File: config.mk
export PLATFORM = sky130hd
export DESIGN_NAME = utf8_sanitizer_stream
export DESIGN_NICKNAME = d
export VERILOG_FILES = /design/src/hdl/u8s_pkg.sv /design/src/hdl/utf8_sanitizer_stream.sv
export VERILOG_INCLUDE_DIRS = /design/src /design/src/hdl
export SDC_FILE = /design/constraint.sdc
export NUM_CORES = 1
export LEC_CHECK = 0
export BUFFER_PORTS_ARGS = -buffer_cell sky130_fd_sc_hd__buf_2
export CORE_MARGIN = 1
export CORE_UTILIZATION = 25
export DETAILED_ROUTE_END_ITERATION = 6
export GPL_TIMING_DRIVEN = 0
export PLACE_DENSITY = 0.4
export SYNTH_ARGS = -nofsm -noshare
export SYNTH_HDL_FRONTEND = slang
export SYNTH_SLANG_ARGS = --single-unit
File: constraint.sdc
create_clock -name i_clk -period 3.7 [get_ports i_clk]
set_input_delay 0.37 -clock i_clk [delete_from_list [all_inputs] [get_ports i_clk]]
set_output_delay 0.37 -clock i_clk [all_outputs]
set_load 0.02 [all_outputs]
File: src/hdl/utf8_sanitizer_stream_defines.svh
// ----------------------------------------------------------------------------
// utf8 sanitizer assertion macros
// concurrent checks clocked on i_clk, disabled while i_rst_n is low
// ----------------------------------------------------------------------------
`ifndef UTF8_SANITIZER_STREAM_DEFINES_SVH
`define UTF8_SANITIZER_STREAM_DEFINES_SVH

`ifndef SYNTH
`define U8S_ASSERT(lbl, prop, msg) \
    lbl: assert property (@(posedge i_clk) disable iff (!i_rst_n) prop) else $error(msg);
`define U8S_NEVER(lbl, cond, msg) \
    lbl: assert property (@(posedge i_clk) disable iff (!i_rst_n) !(cond)) else $error(msg);
`else
`define U8S_ASSERT(lbl, prop, msg)
`define U8S_NEVER(lbl, cond, msg)
`endif

`endif

File: src/hdl/u8s_pkg.sv
// ----------------------------------------------------------------------------
// u8s_pkg
// byte class constants and escape character helpers for the utf8 sanitizer
// ----------------------------------------------------------------------------
`timescale 1ns / 1ps

package u8s_pkg;

    localparam logic [7:0] CONT_MASK  = 8'hC0;
    localparam logic [7:0] CONT_CODE  = 8'h80;
    localparam logic [7:0] LEAD_LO    = 8'hC0;
    localparam logic [7:0] LEAD3_LO   = 8'hE0;
    localparam logic [7:0] LEAD4_LO   = 8'hF0;
    localparam logic [7:0] LEAD_END   = 8'hF8;
    localparam logic [7:0] ASCII_END  = 8'h80;

    localparam logic [7:0] CH_BSLASH  = 8'h5C;
    localparam logic [7:0] CH_X       = 8'h78;
    localparam logic [7:0] CH_U       = 8'h75;
    localparam logic [7:0] CH_F       = 8'h46;
    localparam logic [7:0] CH_D       = 8'h44;
    localparam logic [7:0] CH_0       = 8'h30;
    localparam logic [7:0] CH_A       = 8'h41;

    localparam logic [2:0] REPL_LAST  = 3'd5;
    localparam logic [1:0] ESC_LAST   = 2'd3;

    function automatic logic is_cont(input logic [7:0] b);
        return (b & CONT_MASK) == CONT_CODE;
    endfunction

    function automatic logic is_lead(input logic [7:0] b);
        return (b >= LEAD_LO) && (b < LEAD_END);
    endfunction

    function automatic logic [2:0] seq_len(input logic [7:0] b);
        logic [2:0] len;
        if (b < LEAD3_LO) begin
            len = 3'd2;
        end else if (b < LEAD4_LO) begin
            len = 3'd3;
        end else begin
            len = 3'd4;
        end
        return len;
    endfunction

    function automatic logic [7:0] hex_char(input logic [3:0] nib);
        logic [7:0] c;
        if (nib < 4'd10) begin
            c = CH_0 + {4'd0, nib};
        end else begin
            c = CH_A + {4'd0, nib - 4'd10};
        end
        return c;
    endfunction

    // \xHH, one character per index
    function automatic logic [7:0] esc_char(input logic [1:0] idx, input logic [7:0] b);
        logic [7:0] c;
        case (idx)
            2'd0: c = CH_BSLASH;
            2'd1: c = CH_X;
            2'd2: c = hex_char(b[7:4]);
            default: c = hex_char(b[3:0]);
        endcase
        return c;
    endfunction

    // \uFFFD, one character per index
    function automatic logic [7:0] repl_char(input logic [2:0] idx);
        logic [7:0] c;
        case (idx)
            3'd0: c = CH_BSLASH;
            3'd1: c = CH_U;
            3'd2: c = CH_F;
            3'd3: c = CH_F;
            3'd4: c = CH_F;
            default: c = CH_D;
        endcase
        return c;
    endfunction

endpackage

File: src/hdl/utf8_sanitizer_stream.sv
// ----------------------------------------------------------------------------
// utf8_sanitizer_stream
// utf8 validation with escape replacement, at most one byte character out per cycle
// ----------------------------------------------------------------------------
// input channel: i_in_valid / o_in_ready carry i_in_byte and i_end_of_text
// output channel: o_out_valid / i_out_ready carry o_out_byte and o_run_last,
// o_run_last marks the final output byte caused by one input transfer
// one input transfer at a time: o_in_ready is high only while the sequencer
// is idle, then each output character passes through a single character
// select unit feeding the output register
// ascii or completed sequence: the transfer moves the sequencer to its start
// or copy state, which writes the first output byte to the output register
// a held continuation is stored at its transfer, a held lead in the start state,
// both with no output; \xHH and \uFFFD go out one character at a time, a
// completed sequence one byte at a time; worst case per input is 20 output
// bytes, with the start byte handled in its own state before the final \uFFFD
// when the receiver stalls the output register holds and the sequencer waits
// synchronous active-low reset empties the held sequence and the output
// register; the block is ready as soon as reset is released
// ----------------------------------------------------------------------------
`timescale 1ns / 1ps

`include "utf8_sanitizer_stream_defines.svh"

module utf8_sanitizer_stream (
    input  logic       i_clk,
    input  logic       i_rst_n,
    input  logic       i_in_valid,
    output logic       o_in_ready,
    input  logic [7:0] i_in_byte,
    input  logic       i_end_of_text,
    output logic       o_out_valid,
    input  logic       i_out_ready,
    output logic [7:0] o_out_byte,
    output logic       o_run_last
);

    localparam logic [2:0] ST_IDLE  = 3'd0;
    localparam logic [2:0] ST_START = 3'd1;
    localparam logic [2:0] ST_CHEX  = 3'd2;
    localparam logic [2:0] ST_REPL  = 3'd3;
    localparam logic [2:0] ST_HEX   = 3'd4;
    localparam logic [2:0] ST_COPY  = 3'd5;

    logic [2:0] r_state, n_state;
    logic [1:0] r_cnt, n_cnt;
    logic [2:0] r_need, n_need;
    logic [7:0] r_held [0:2];
    logic [7:0] n_held [0:2];
    logic [7:0] r_c, n_c;
    logic       r_eot, n_eot;
    logic       r_final, n_final;
    logic [2:0] r_idx, n_idx;
    logic [1:0] r_k, n_k;
    logic       r_ovalid;
    logic [7:0] r_obyte;
    logic       r_olast;

    logic       w_slot;
    logic       w_emit;
    logic [7:0] w_ebyte;
    logic       w_elast;
    logic       w_flush_last;
    logic [7:0] w_held_k;
    logic [1:0] w_k_inc;

    assign w_slot       = !r_ovalid || i_out_ready;
    assign w_flush_last = r_final || (u8s_pkg::is_lead(r_c) && !r_eot);
    assign w_k_inc      = r_k + 2'd1;
    assign o_in_ready   = i_rst_n && (r_state == ST_IDLE);

    always_comb begin
        case (r_k)
            2'd0: w_held_k = r_held[0];
            2'd1: w_held_k = r_held[1];
            2'd2: w_held_k = r_held[2];
            default: w_held_k = r_c;
        endcase
    end

    always_comb begin
        n_state = r_state;
        n_cnt   = r_cnt;
        n_need  = r_need;
        n_held  = r_held;
        n_c     = r_c;
        n_eot   = r_eot;
        n_final = r_final;
        n_idx   = r_idx;
        n_k     = r_k;
        w_emit  = 1'b0;
        w_ebyte = r_c;
        w_elast = 1'b0;
        case (r_state)
            ST_IDLE: begin
                if (i_in_valid) begin
                    n_c   = i_in_byte;
                    n_eot = i_end_of_text;
                    n_idx = 3'd0;
                    if (r_cnt == 2'd0) begin
                        n_state = ST_START;
                    end else if (u8s_pkg::is_cont(i_in_byte)) begin
                        if (({1'b0, r_cnt} + 3'd1) >= r_need) begin
                            n_state = ST_COPY;
                            n_k     = 2'd0;
                        end else begin
                            n_held[r_cnt] = i_in_byte;
                            n_cnt         = r_cnt + 2'd1;
                            if (i_end_of_text) begin
                                n_state = ST_REPL;
                                n_final = 1'b1;
                            end
                        end
                    end else begin
                        n_state = ST_REPL;
                        n_final = 1'b0;
                    end
                end
            end
            ST_START: begin
                if (r_c < u8s_pkg::ASCII_END) begin
                    w_emit  = 1'b1;
                    w_ebyte = r_c;
                    w_elast = 1'b1;
                    if (w_slot) begin
                        n_state = ST_IDLE;
                    end
                end else if (u8s_pkg::is_lead(r_c)) begin
                    n_held[0] = r_c;
                    n_cnt     = 2'd1;
                    n_need    = u8s_pkg::seq_len(r_c);
                    n_idx     = 3'd0;
                    n_final   = 1'b1;
                    n_state   = r_eot ? ST_REPL : ST_IDLE;
                end else begin
                    n_idx   = 3'd0;
                    n_state = ST_CHEX;
                end
            end
            ST_CHEX: begin
                w_emit  = 1'b1;
                w_ebyte = u8s_pkg::esc_char(r_idx[1:0], r_c);
                w_elast = (r_idx[1:0] == u8s_pkg::ESC_LAST);
                if (w_slot) begin
                    n_idx = r_idx + 3'd1;
                    if (r_idx[1:0] == u8s_pkg::ESC_LAST) begin
                        n_state = ST_IDLE;
                    end
                end
            end
            ST_REPL: begin
                w_emit  = 1'b1;
                w_ebyte = u8s_pkg::repl_char(r_idx);
                w_elast = (r_idx == u8s_pkg::REPL_LAST) && (r_cnt == 2'd1) && w_flush_last;
                if (w_slot) begin
                    n_idx = r_idx + 3'd1;
                    if (r_idx == u8s_pkg::REPL_LAST) begin
                        n_idx = 3'd0;
                        if (r_cnt > 2'd1) begin
                            n_state = ST_HEX;
                            n_k     = 2'd1;
                        end else begin
                            n_cnt   = 2'd0;
                            n_need  = 3'd0;
                            n_state = r_final ? ST_IDLE : ST_START;
                        end
                    end
                end
            end
            ST_HEX: begin
                w_emit  = 1'b1;
                w_ebyte = u8s_pkg::esc_char(r_idx[1:0], w_held_k);
                w_elast = (r_idx[1:0] == u8s_pkg::ESC_LAST) && (w_k_inc == r_cnt)
                          && w_flush_last;
                if (w_slot) begin
                    n_idx = r_idx + 3'd1;
                    if (r_idx[1:0] == u8s_pkg::ESC_LAST) begin
                        n_idx = 3'd0;
                        if (w_k_inc < r_cnt) begin
                            n_k = w_k_inc;
                        end else begin
                            n_cnt   = 2'd0;
                            n_need  = 3'd0;
                            n_state = r_final ? ST_IDLE : ST_START;
                        end
                    end
                end
            end
            ST_COPY: begin
                w_emit  = 1'b1;
                w_ebyte = (r_k == r_cnt) ? r_c : w_held_k;
                w_elast = (r_k == r_cnt);
                if (w_slot) begin
                    if (r_k == r_cnt) begin
                        n_cnt   = 2'd0;
                        n_need  = 3'd0;
                        n_state = ST_IDLE;
                    end else begin
                        n_k = w_k_inc;
                    end
                end
            end
            default: begin
                n_state = ST_IDLE;
                n_cnt   = 2'd0;
                n_need  = 3'd0;
            end
        endcase
    end

    always_ff @(posedge i_clk) begin
        if (!i_rst_n) begin
            r_state  <= ST_IDLE;
            r_cnt    <= 2'd0;
            r_need   <= 3'd0;
            r_final  <= 1'b0;
            r_idx    <= 3'd0;
            r_k      <= 2'd0;
            r_ovalid <= 1'b0;
        end else begin
            r_state <= n_state;
            r_cnt   <= n_cnt;
            r_need  <= n_need;
            r_final <= n_final;
            r_idx   <= n_idx;
            r_k     <= n_k;
            if (w_emit && w_slot) begin
                r_ovalid <= 1'b1;
            end else if (i_out_ready) begin
                r_ovalid <= 1'b0;
            end
        end
    end

    always_ff @(posedge i_clk) begin
        r_held <= n_held;
        r_c    <= n_c;
        r_eot  <= n_eot;
        if (w_emit && w_slot) begin
            r_obyte <= w_ebyte;
            r_olast <= w_elast;
        end
    end

    assign o_out_valid = r_ovalid;
    assign o_out_byte  = r_obyte;
    assign o_run_last  = r_olast;

    // held sequence shorter than its full length
    `U8S_ASSERT(a_held_short, (r_cnt != 2'd0) |-> ((r_need > {1'b0, r_cnt}) && (r_need <= 3'd4)), "held count not below needed length")
    // copy index never passes the held count
    `U8S_ASSERT(a_copy_idx, (r_state == ST_COPY) |-> (r_k <= r_cnt), "copy index past held count")
    // hex escapes of held bytes only cover continuations
    `U8S_ASSERT(a_hex_idx, (r_state == ST_HEX) |-> ((r_k != 2'd0) && (r_k < r_cnt)), "held escape index out of range")
    // nothing held while a start byte is processed
    `U8S_ASSERT(a_start_empty, ((r_state == ST_START) || (r_state == ST_CHEX)) |-> (r_cnt == 2'd0), "start byte with bytes held")

endmodule

==> results of run 1 <==
==> synth_stat cells (6+ instances only) <==
master / instances / area share [%]
nor2b_1: 6 / 0.91
nor2_1: 36 / 3.3
nand2_1: 46 / 4.2
a222oi_1: 7 / 1.7
o21ai_0: 20 / 2.4
edfxtp_1: 42 / 31
ha_1: 33 / 10
or3_1: 7 / 1.1
nand2b_1: 7 / 1.1
a21oi_1: 26 / 3.2
inv_1: 31 / 2.8
nor3_1: 8 / 0.97
mux2i_1: 9 / 2.2
buf_6: 6 / 1.6
dfxtp_1: 15 / 7.3
nand3_1: 11 / 1.3
o22ai_1: 6 / 0.91
clkbuf_1: 11 / 1.0
==> power groups by stage <==
stage	clock network, mW	logic (mW)	registers [mW]
floorplan	0	0.752	0.926
global placement	0	1.12	0.915
detailed placement	0	1.13	0.914
CTS	0.810	1.14	0.902
global route	0.831	1.28	0.915
finish	0.788	1.15	0.902
==> cells in the final DEF, fill, tap and decap left out, types with 6 or more instances in the layout <==
| cell | netlist | routed |
|---|---|---|
| a21oi_1 | 26 | 26 |
| a222oi_1 | 7 | 7 |
| buf_2 | 3 | 26 |
| buf_6 | 6 | 6 |
| clkbuf_1 | 11 | 12 |
| clkbuf_16 | 0 | 9 |
| dfxtp_1 | 15 | 15 |
| edfxtp_1 | 42 | 42 |
| ha_1 | 33 | 33 |
| inv_1 | 31 | 31 |
| mux2i_1 | 9 | 9 |
| nand2_1 | 46 | 46 |
| nand2b_1 | 7 | 7 |
| nand3_1 | 11 | 11 |
| nor2_1 | 36 | 36 |
| nor2b_1 | 6 | 6 |
| nor3_1 | 8 | 8 |
| o21ai_0 | 20 | 20 |
| o22ai_1 | 6 | 6 |
| or3_1 | 7 | 7 |
==> flip-flops by register name, summed over array words and instances (netlist names) <==
register,count
r_cnt,2
r_c,8
r_k,2
r_held,24
r_eot,1
o_out_valid,1
r_idx,3
o_out_byte,8
r_state,3
r_final,1
r_need,3
o_run_last,1
==> layout make-up <==
class,instances,share of cell area [%]
Inverter,34,2.66
Multi-Input combinational cell,331,47.7
Sequential cell,57,32.6
Clock buffer,10,4.78
Clock inverter,5,0.992
Tap cell,216,5.64
Timing Repair Buffer,25,2.71
Buffer,22,2.90
==> cells by family (layout without fill, tap and decap cells) <==
family,Yosys count,after routing
adders and majority gates,33,33
buffers and inverters,56,96
xor gates and xnor gates,8,8
muxes,11,11
DFF,57,57
and+or+nand+nor,151,151
AOI/OAI and AO/OA,128,128
==> worst max-delay path, stage by stage, from the launching register on <==
cell and delay (ns):
dfxtp_1 0.51, inv_1 0.12, ha_1 0.34, ha_1 0.28, a21o_1 0.15, a21oi_1 0.57, and2_1 0.26, nor2_1 0.06
a311oi_2 0.77
==> worst max-delay path by stage <==
| stage | cells past startpoint | slack [ns] | end | from |
|---|---|---|---|---|
| detailed placement | 13 | 0.14 | o_out_byte[3] | r_k[1] |
| floorplan | 8 | 0.74 | r_held[16] | r_cnt[0] |
| finish | 8 | 0.25 | r_held[16] | r_cnt[0] |
| global route | 8 | 0.01 | r_held[18] | r_cnt[1] |
| CTS | 13 | 0.11 | o_out_byte[3] | r_k[1] |
| global placement | 8 | -0.21 | r_held[16] | r_cnt[0] |
==> metal layers <==
metal	wire [um]	track usage, %	part of all wire, %	vias to the layer above
met3	713	4.18	5.3	16
met1	6470	22.9	48	1772
met4	254	5.88	1.9	0
met2	6140	27.7	45	123
li1	-	-	-	1750
met5	0	0	0	-
==> stage by stage <==
stage                     std cells  power (mW)  utilization (%)  hold slack (ns)
after floorplan                 444        1.68                -            0.432
after global placement          683        2.04             28.2            0.445
after detailed placement        683        2.05             28.2            0.449
after CTS                       698        2.85             30.0            0.221
after global routing            700        3.02             30.1            0.225
final                           700        2.84             30.1            0.234
==> out/results.txt, run 1 <==
worst hold endpoint: r_held[3]
Slew Viols, Final: 0
Seq cells post-synth: 57
hold depth: 1
Vias: 3,661
Post-CTS Setup Bufs: 0
multi-input logic area: 0.00229 mm^2
R2R setup slack: 0.25 ns
status: complete, no violations
PnR worst setup slack: 0.246 ns
crit path DAT: 3.41 ns
FF-to-FF path depth: 8
largest family of logic cells by synthesized area: compound AO/OA/AOI/OAI gates
Mapped Cells: 444
Root Driver: clkbuf_16
Setup WS pre-CTS: 0.140 ns
die height: 130 um
placed instance area: 0.00450 mm^2
Reg-to-Reg Start: r_cnt[0]
post-layout min period: 3.45 ns
critical path capture point type: register
WL/cell: 19.4 um
Layout fillers: 1,692
gr usage total: 17.4%
WS Path Type: reg2reg
RSZ-0062 raised after global routing: no
drt pass-1 iters: 4
relative slew slack: 40.5%
Syn Std Cell Area: 0.00411 mm^2
Syn-to-layout area delta: 16.6%
Post-synth EDFFs: 42
die area: 0.0170 mm^2
fin area: 0.00479 mm^2
CP required: 3.65 ns
Worst R2R End: r_held[16]
hpwl dp: 10,500 um
vias in the first global route: 3,631
top_reg_cell synth: edfxtp_1
Core ar.: 0.0159 mm^2
global route total overflow: 0
CP Max Fanout: 9
Max H-tree Level: 3
Switch Pwr: 1.11 mW
Synth Area per Inst: 9.26 um^2
Comb power frac: 40.5%
Seq pwr share: 31.8%
Chip Width: 130 um
xor/xnor share of the synthesized area: 1.70%
Rows: 46
antenna-violating nets left: 0
first-pass GRT wire length: 21,400 um
simple-gate share of the synthesized area: 18.4%
fin nets: 526
Clock Pin Slew Worst Setup and Hold Paths: 0.05 ns
internal power: 1.73 mW
largest net degree at the start of global routing: 11
Async SR Flop Fraction: 0%
synth warn: 0
Max Freq: 0.290 GHz
Slew @ Worst Pin: 0.886 ns
Starting Density: 25.8%
Clock power frac: 27.8%
Net Count, Synth: 490
Seq/Total Area, Yosys: 38.0%
Hold-fix buffers, CTS: 0
layout cells sized above 1: 12.6%
Peak VDD IR: 0.245 mV
Max Buffers Root-to-Sink: 2
Hold Path Class: in2reg
final setup TNS: 0 ns
hold wc startpoint: i_in_byte[3]
Placer Congestion: 0.891
IO Count: 24
Setup violations, final: 0
worst-skew pair later-pin latency: 0.33 ns
Post-Route WL: 13,600 um
TritonCTS clock tree: done
mux contribution to synthesized area: 2.74%
Clock Sinks: 57
DR DRC count: 0
maxcap violations: 0
Leak: 1.78 nW
# resized after CTS: 0
initial DRC count: 291
Synth Area in Adders: 10.0%
register area: 0.00156 mm^2
Yosys cell types: 73
Compound-Gate Fraction of Synth Area: 22.6%
crit share post-route: 93.3%
Port Buffer Count: 23
Sw Share: 39.0%
CP Launch Type: register
TritonCTS Buffers: 9
worst clock skew: 0.00845 ns
initial antenna violation count: 0
final hold vios: 0
antenna diode instance count: 0
vias per cell: 5.23
Pwr Density: 592 mW/mm^2
Note: power is estimated with default switching activity, not from simulation.
==> run 2, diff against run 1 <==
--- a/config.mk
+++ b/config.mk
@@ -11,7 +11,7 @@
 export CORE_UTILIZATION = 25
 export DETAILED_ROUTE_END_ITERATION = 6
 export GPL_TIMING_DRIVEN = 0
-export PLACE_DENSITY = 0.4
+export PLACE_DENSITY = 0.42
 export SYNTH_ARGS = -nofsm -noshare
 export SYNTH_HDL_FRONTEND = slang
 export SYNTH_SLANG_ARGS = --single-unit
==> constraint.sdc (replaced) <==
create_clock -name i_clk -period 3.1 [get_ports i_clk]
set_input_delay 0.31 -clock i_clk [delete_from_list [all_inputs] [get_ports i_clk]]
set_output_delay 0.31 -clock i_clk [all_outputs]
set_load 0.02 [all_outputs]
==> run 2 against run 1 <==
Sequential power is 19% higher; critical path depth is 6 higher; worst hold slack worse by 0.066 ns; clock power is 27% higher; critical endpoint is now o_out_byte[3]; largest cell class unchanged; core utilization is 0.53 points higher; clock skew is 0.0015 ns lower; first-iteration DRC count is 1.7% lower; highest routed layer unchanged; critical path type unchanged; via count is 1.5% higher.
==> out/results.txt, run 2 (synthesized netlist as in run 1, its figures left out) <==
status: complete, no violations
final hold vios: 0 (unchanged)
Power Total: 3.48 mW (+23%)
Sw Share: 39.3% (+0.30 points)
minimum hold slack: 0.168 ns (-0.0664 ns)
hold wc startpoint: i_in_byte[3]
register area: 0.00157 mm^2 (+0.32%)
critical path's largest stage delay: 0.38 ns (-0.39 ns)
gr usage total: 16.9% (-0.48 points)
Peak VDD IR: 0.262 mV (+6.8%)
largest net degree at the start of global routing: 12 (+1)
TritonCTS Buffers: 9 (unchanged)
Clock Pin Slew Worst Setup and Hold Paths: 0.06 ns (about the same)
Slew @ Worst Pin: 0.893 ns (+0.00650 ns)
Layout fillers: 1,701 (+0.53%)
crit path launch: r_k[1]
layout cells sized above 1: 15.0% (+2.4 points)
Leak: 1.81 nW (+1.5%)
Syn-to-layout area delta: 18.7%
Port Buffer Count: 23 (unchanged)
CP Max Fanout: 8 (-1)
Clock Sinks: 57 (unchanged)
Placer Congestion: 0.939 (+5.4%)
Switch Pwr: 1.37 mW (+24%)
Core ar.: 0.0159 mm^2 (unchanged)
Max H-tree Level: 3 (unchanged)
Final Core Density: 30.6% (+0.53 points)
Max Buffers Root-to-Sink: 2 (unchanged)
crit share post-route: 97.6% (+4.3 points)
Clock power frac: 28.6% (+0.8 points)
Rows: 46 (unchanged)
Root Driver: clkbuf_16
DR DRC count: 0 (unchanged)
die area: 0.0170 mm^2 (unchanged)
first-pass GRT wire length: 21,000 um (-2.1%)
Seq pwr share: 30.8% (-1.0 points)
Reg-to-Reg Start: r_k[1]
maxcap violations: 0 (unchanged)
Starting Density: 25.8% (unchanged)
most frequent cells in the layout: 45 x nand2_1, 42 x edfxtp_1, 36 x nor2_1, 33 x ha_1, 31 x inv_1
WL/cell: 19.0 um (-2.0%)
post-layout min period: 3.03 ns (-0.427 ns)
Comb power frac: 40.6% (about the same)
max reg flops: 24 (unchanged)
worst clock skew: 0.00699 ns (-0.00147 ns)
antenna-violating nets left: 0 (unchanged)
Post-Route WL: 13,400 um (-1.4%)
die height: 130 um (unchanged)
Slowest-stage cell, CP: dfxtp_2
critical path capture point type: register
internal power: 2.12 mW (+22%)
Slew Viols, Final: 0 (unchanged)
global route total overflow: 0 (unchanged)
worst-skew pair later-pin latency: 0.34 ns (about the same)
vias in the first global route: 3,635 (+0.11%)
multi-input logic area: 0.00231 mm^2 (+0.93%)
most common cell after layout, fill and taps aside: nand2_1
final setup TNS: 0 ns (unchanged)
Chip Width: 130 um (unchanged)
initial DRC count: 286 (-1.7%)
IO Count: 24 (unchanged)
fin nets: 529 (+0.57%)
antenna diode instance count: 0 (unchanged)
Setup violations, final: 0 (unchanged)
hpwl dp: 10,300 um (-1.8%)
TritonCTS clock tree: done
Top reg by flops: r_held
critical path, cell by cell: inv_1 -> ha_1 -> buf_6 -> a222oi_1 -> buf_4 -> nand2_1 -> o21ai_2 -> ha_1 -> inv_1 -> a311o_1 -> a221o_1 -> a311o_1 -> nand2_1 -> a22o_1
initial antenna violation count: 0 (unchanged)
RSZ-0062 raised after global routing: yes
relative slew slack: 40.5% (about the same)
CP Launch Type: register
Max Freq: 0.330 GHz (+14%)
Hold Path Class: in2reg
vias per cell: 5.28 (+0.90%)
Pwr Density: 714 mW/mm^2 (+21%)
CP required: 3.31 ns (-0.34 ns)
Vias: 3,715 (+1.5%)
drt pass-1 iters: 5 (+1)
crit path DAT: 3.23 ns (-0.18 ns)
WS Path Type: reg2reg
-- run 2: cell count changes in the layout (fill, tap and decap cells not counted), sizes merged --
cell / change
buf: +4
clkinv: -2
clkinvlp: +2
clkbuf: -1
inv: +1
-- run 2: metrics by stage --
step                instance area (um^2)  cells  setup slack [ns]
finish                              4880    704            0.0733
global route                        4880    704           -0.0680
CTS                                 4850    703            0.0296
detailed placement                  4500    683            -0.398
global placement                    4500    683            -0.710
floorplan                           4110    444             0.142
-- run 2: final timing paths --
check / slack, ns / endpoint / cells after the start
setup / recovery: 0.07 / o_out_byte[3] / 14
hold / removal: 0.17 / r_c[3] / 1
setup reg to reg: 0.07 / o_out_byte[3] / 14
hold reg to reg: 0.46 / r_need[1] / 2
-- run 2: layout make-up --
type	count	area share (%)
multi-input combinational	331	47.3
sequential	57	32.1
tap	216	5.54
clock buffer	10	4.69
timing repair buffer	29	3.54
buffer	21	2.77
inverter	34	2.62
clock inverter	6	1.38
-- run 2: critical path, delay by kind of cell, from the launching register on --
| family | cells | cell delay, ns |
|---|---|---|
| adders and majority gates | 2 | 0.37 |
| buffers and inverters | 4 | 0.43 |
| and+or+nand+nor | 2 | 0.16 |
| DFF | 1 | 0.38 |
| AOI/OAI and AO/OA | 6 | 1.54 |
-- run 2: per-layer routing --
layer	vias to the layer above	share of wire, %	global-route usage (%)	wire, um
li1	1752	-	-	-
met1	1820	47	22.9	6310
met2	124	45	26.1	6030
met3	19	5.8	3.36	781
met4	0	2.0	6.84	264
met5	-	0	0	0
-- run 2: repair_timing --
item                       4_1_cts  5_1_grt
setup buffers                    4        2
hold buffers                     0        0
gates cloned                     0        0
setup endpoints to repair       10       11
resized for setup                5        3
pin swaps                        2        4
-- run 2: power groups by stage --
stage	clock [mW]	sequential, mW	combinational [mW]
2_1_floorplan	0	1.11	0.897
3_3_place_gp	0	1.09	1.33
3_5_place_dp	0	1.09	1.34
4_1_cts	1.02	1.08	1.38
5_1_grt	1.05	1.09	1.55
6_report	0.997	1.07	1.41
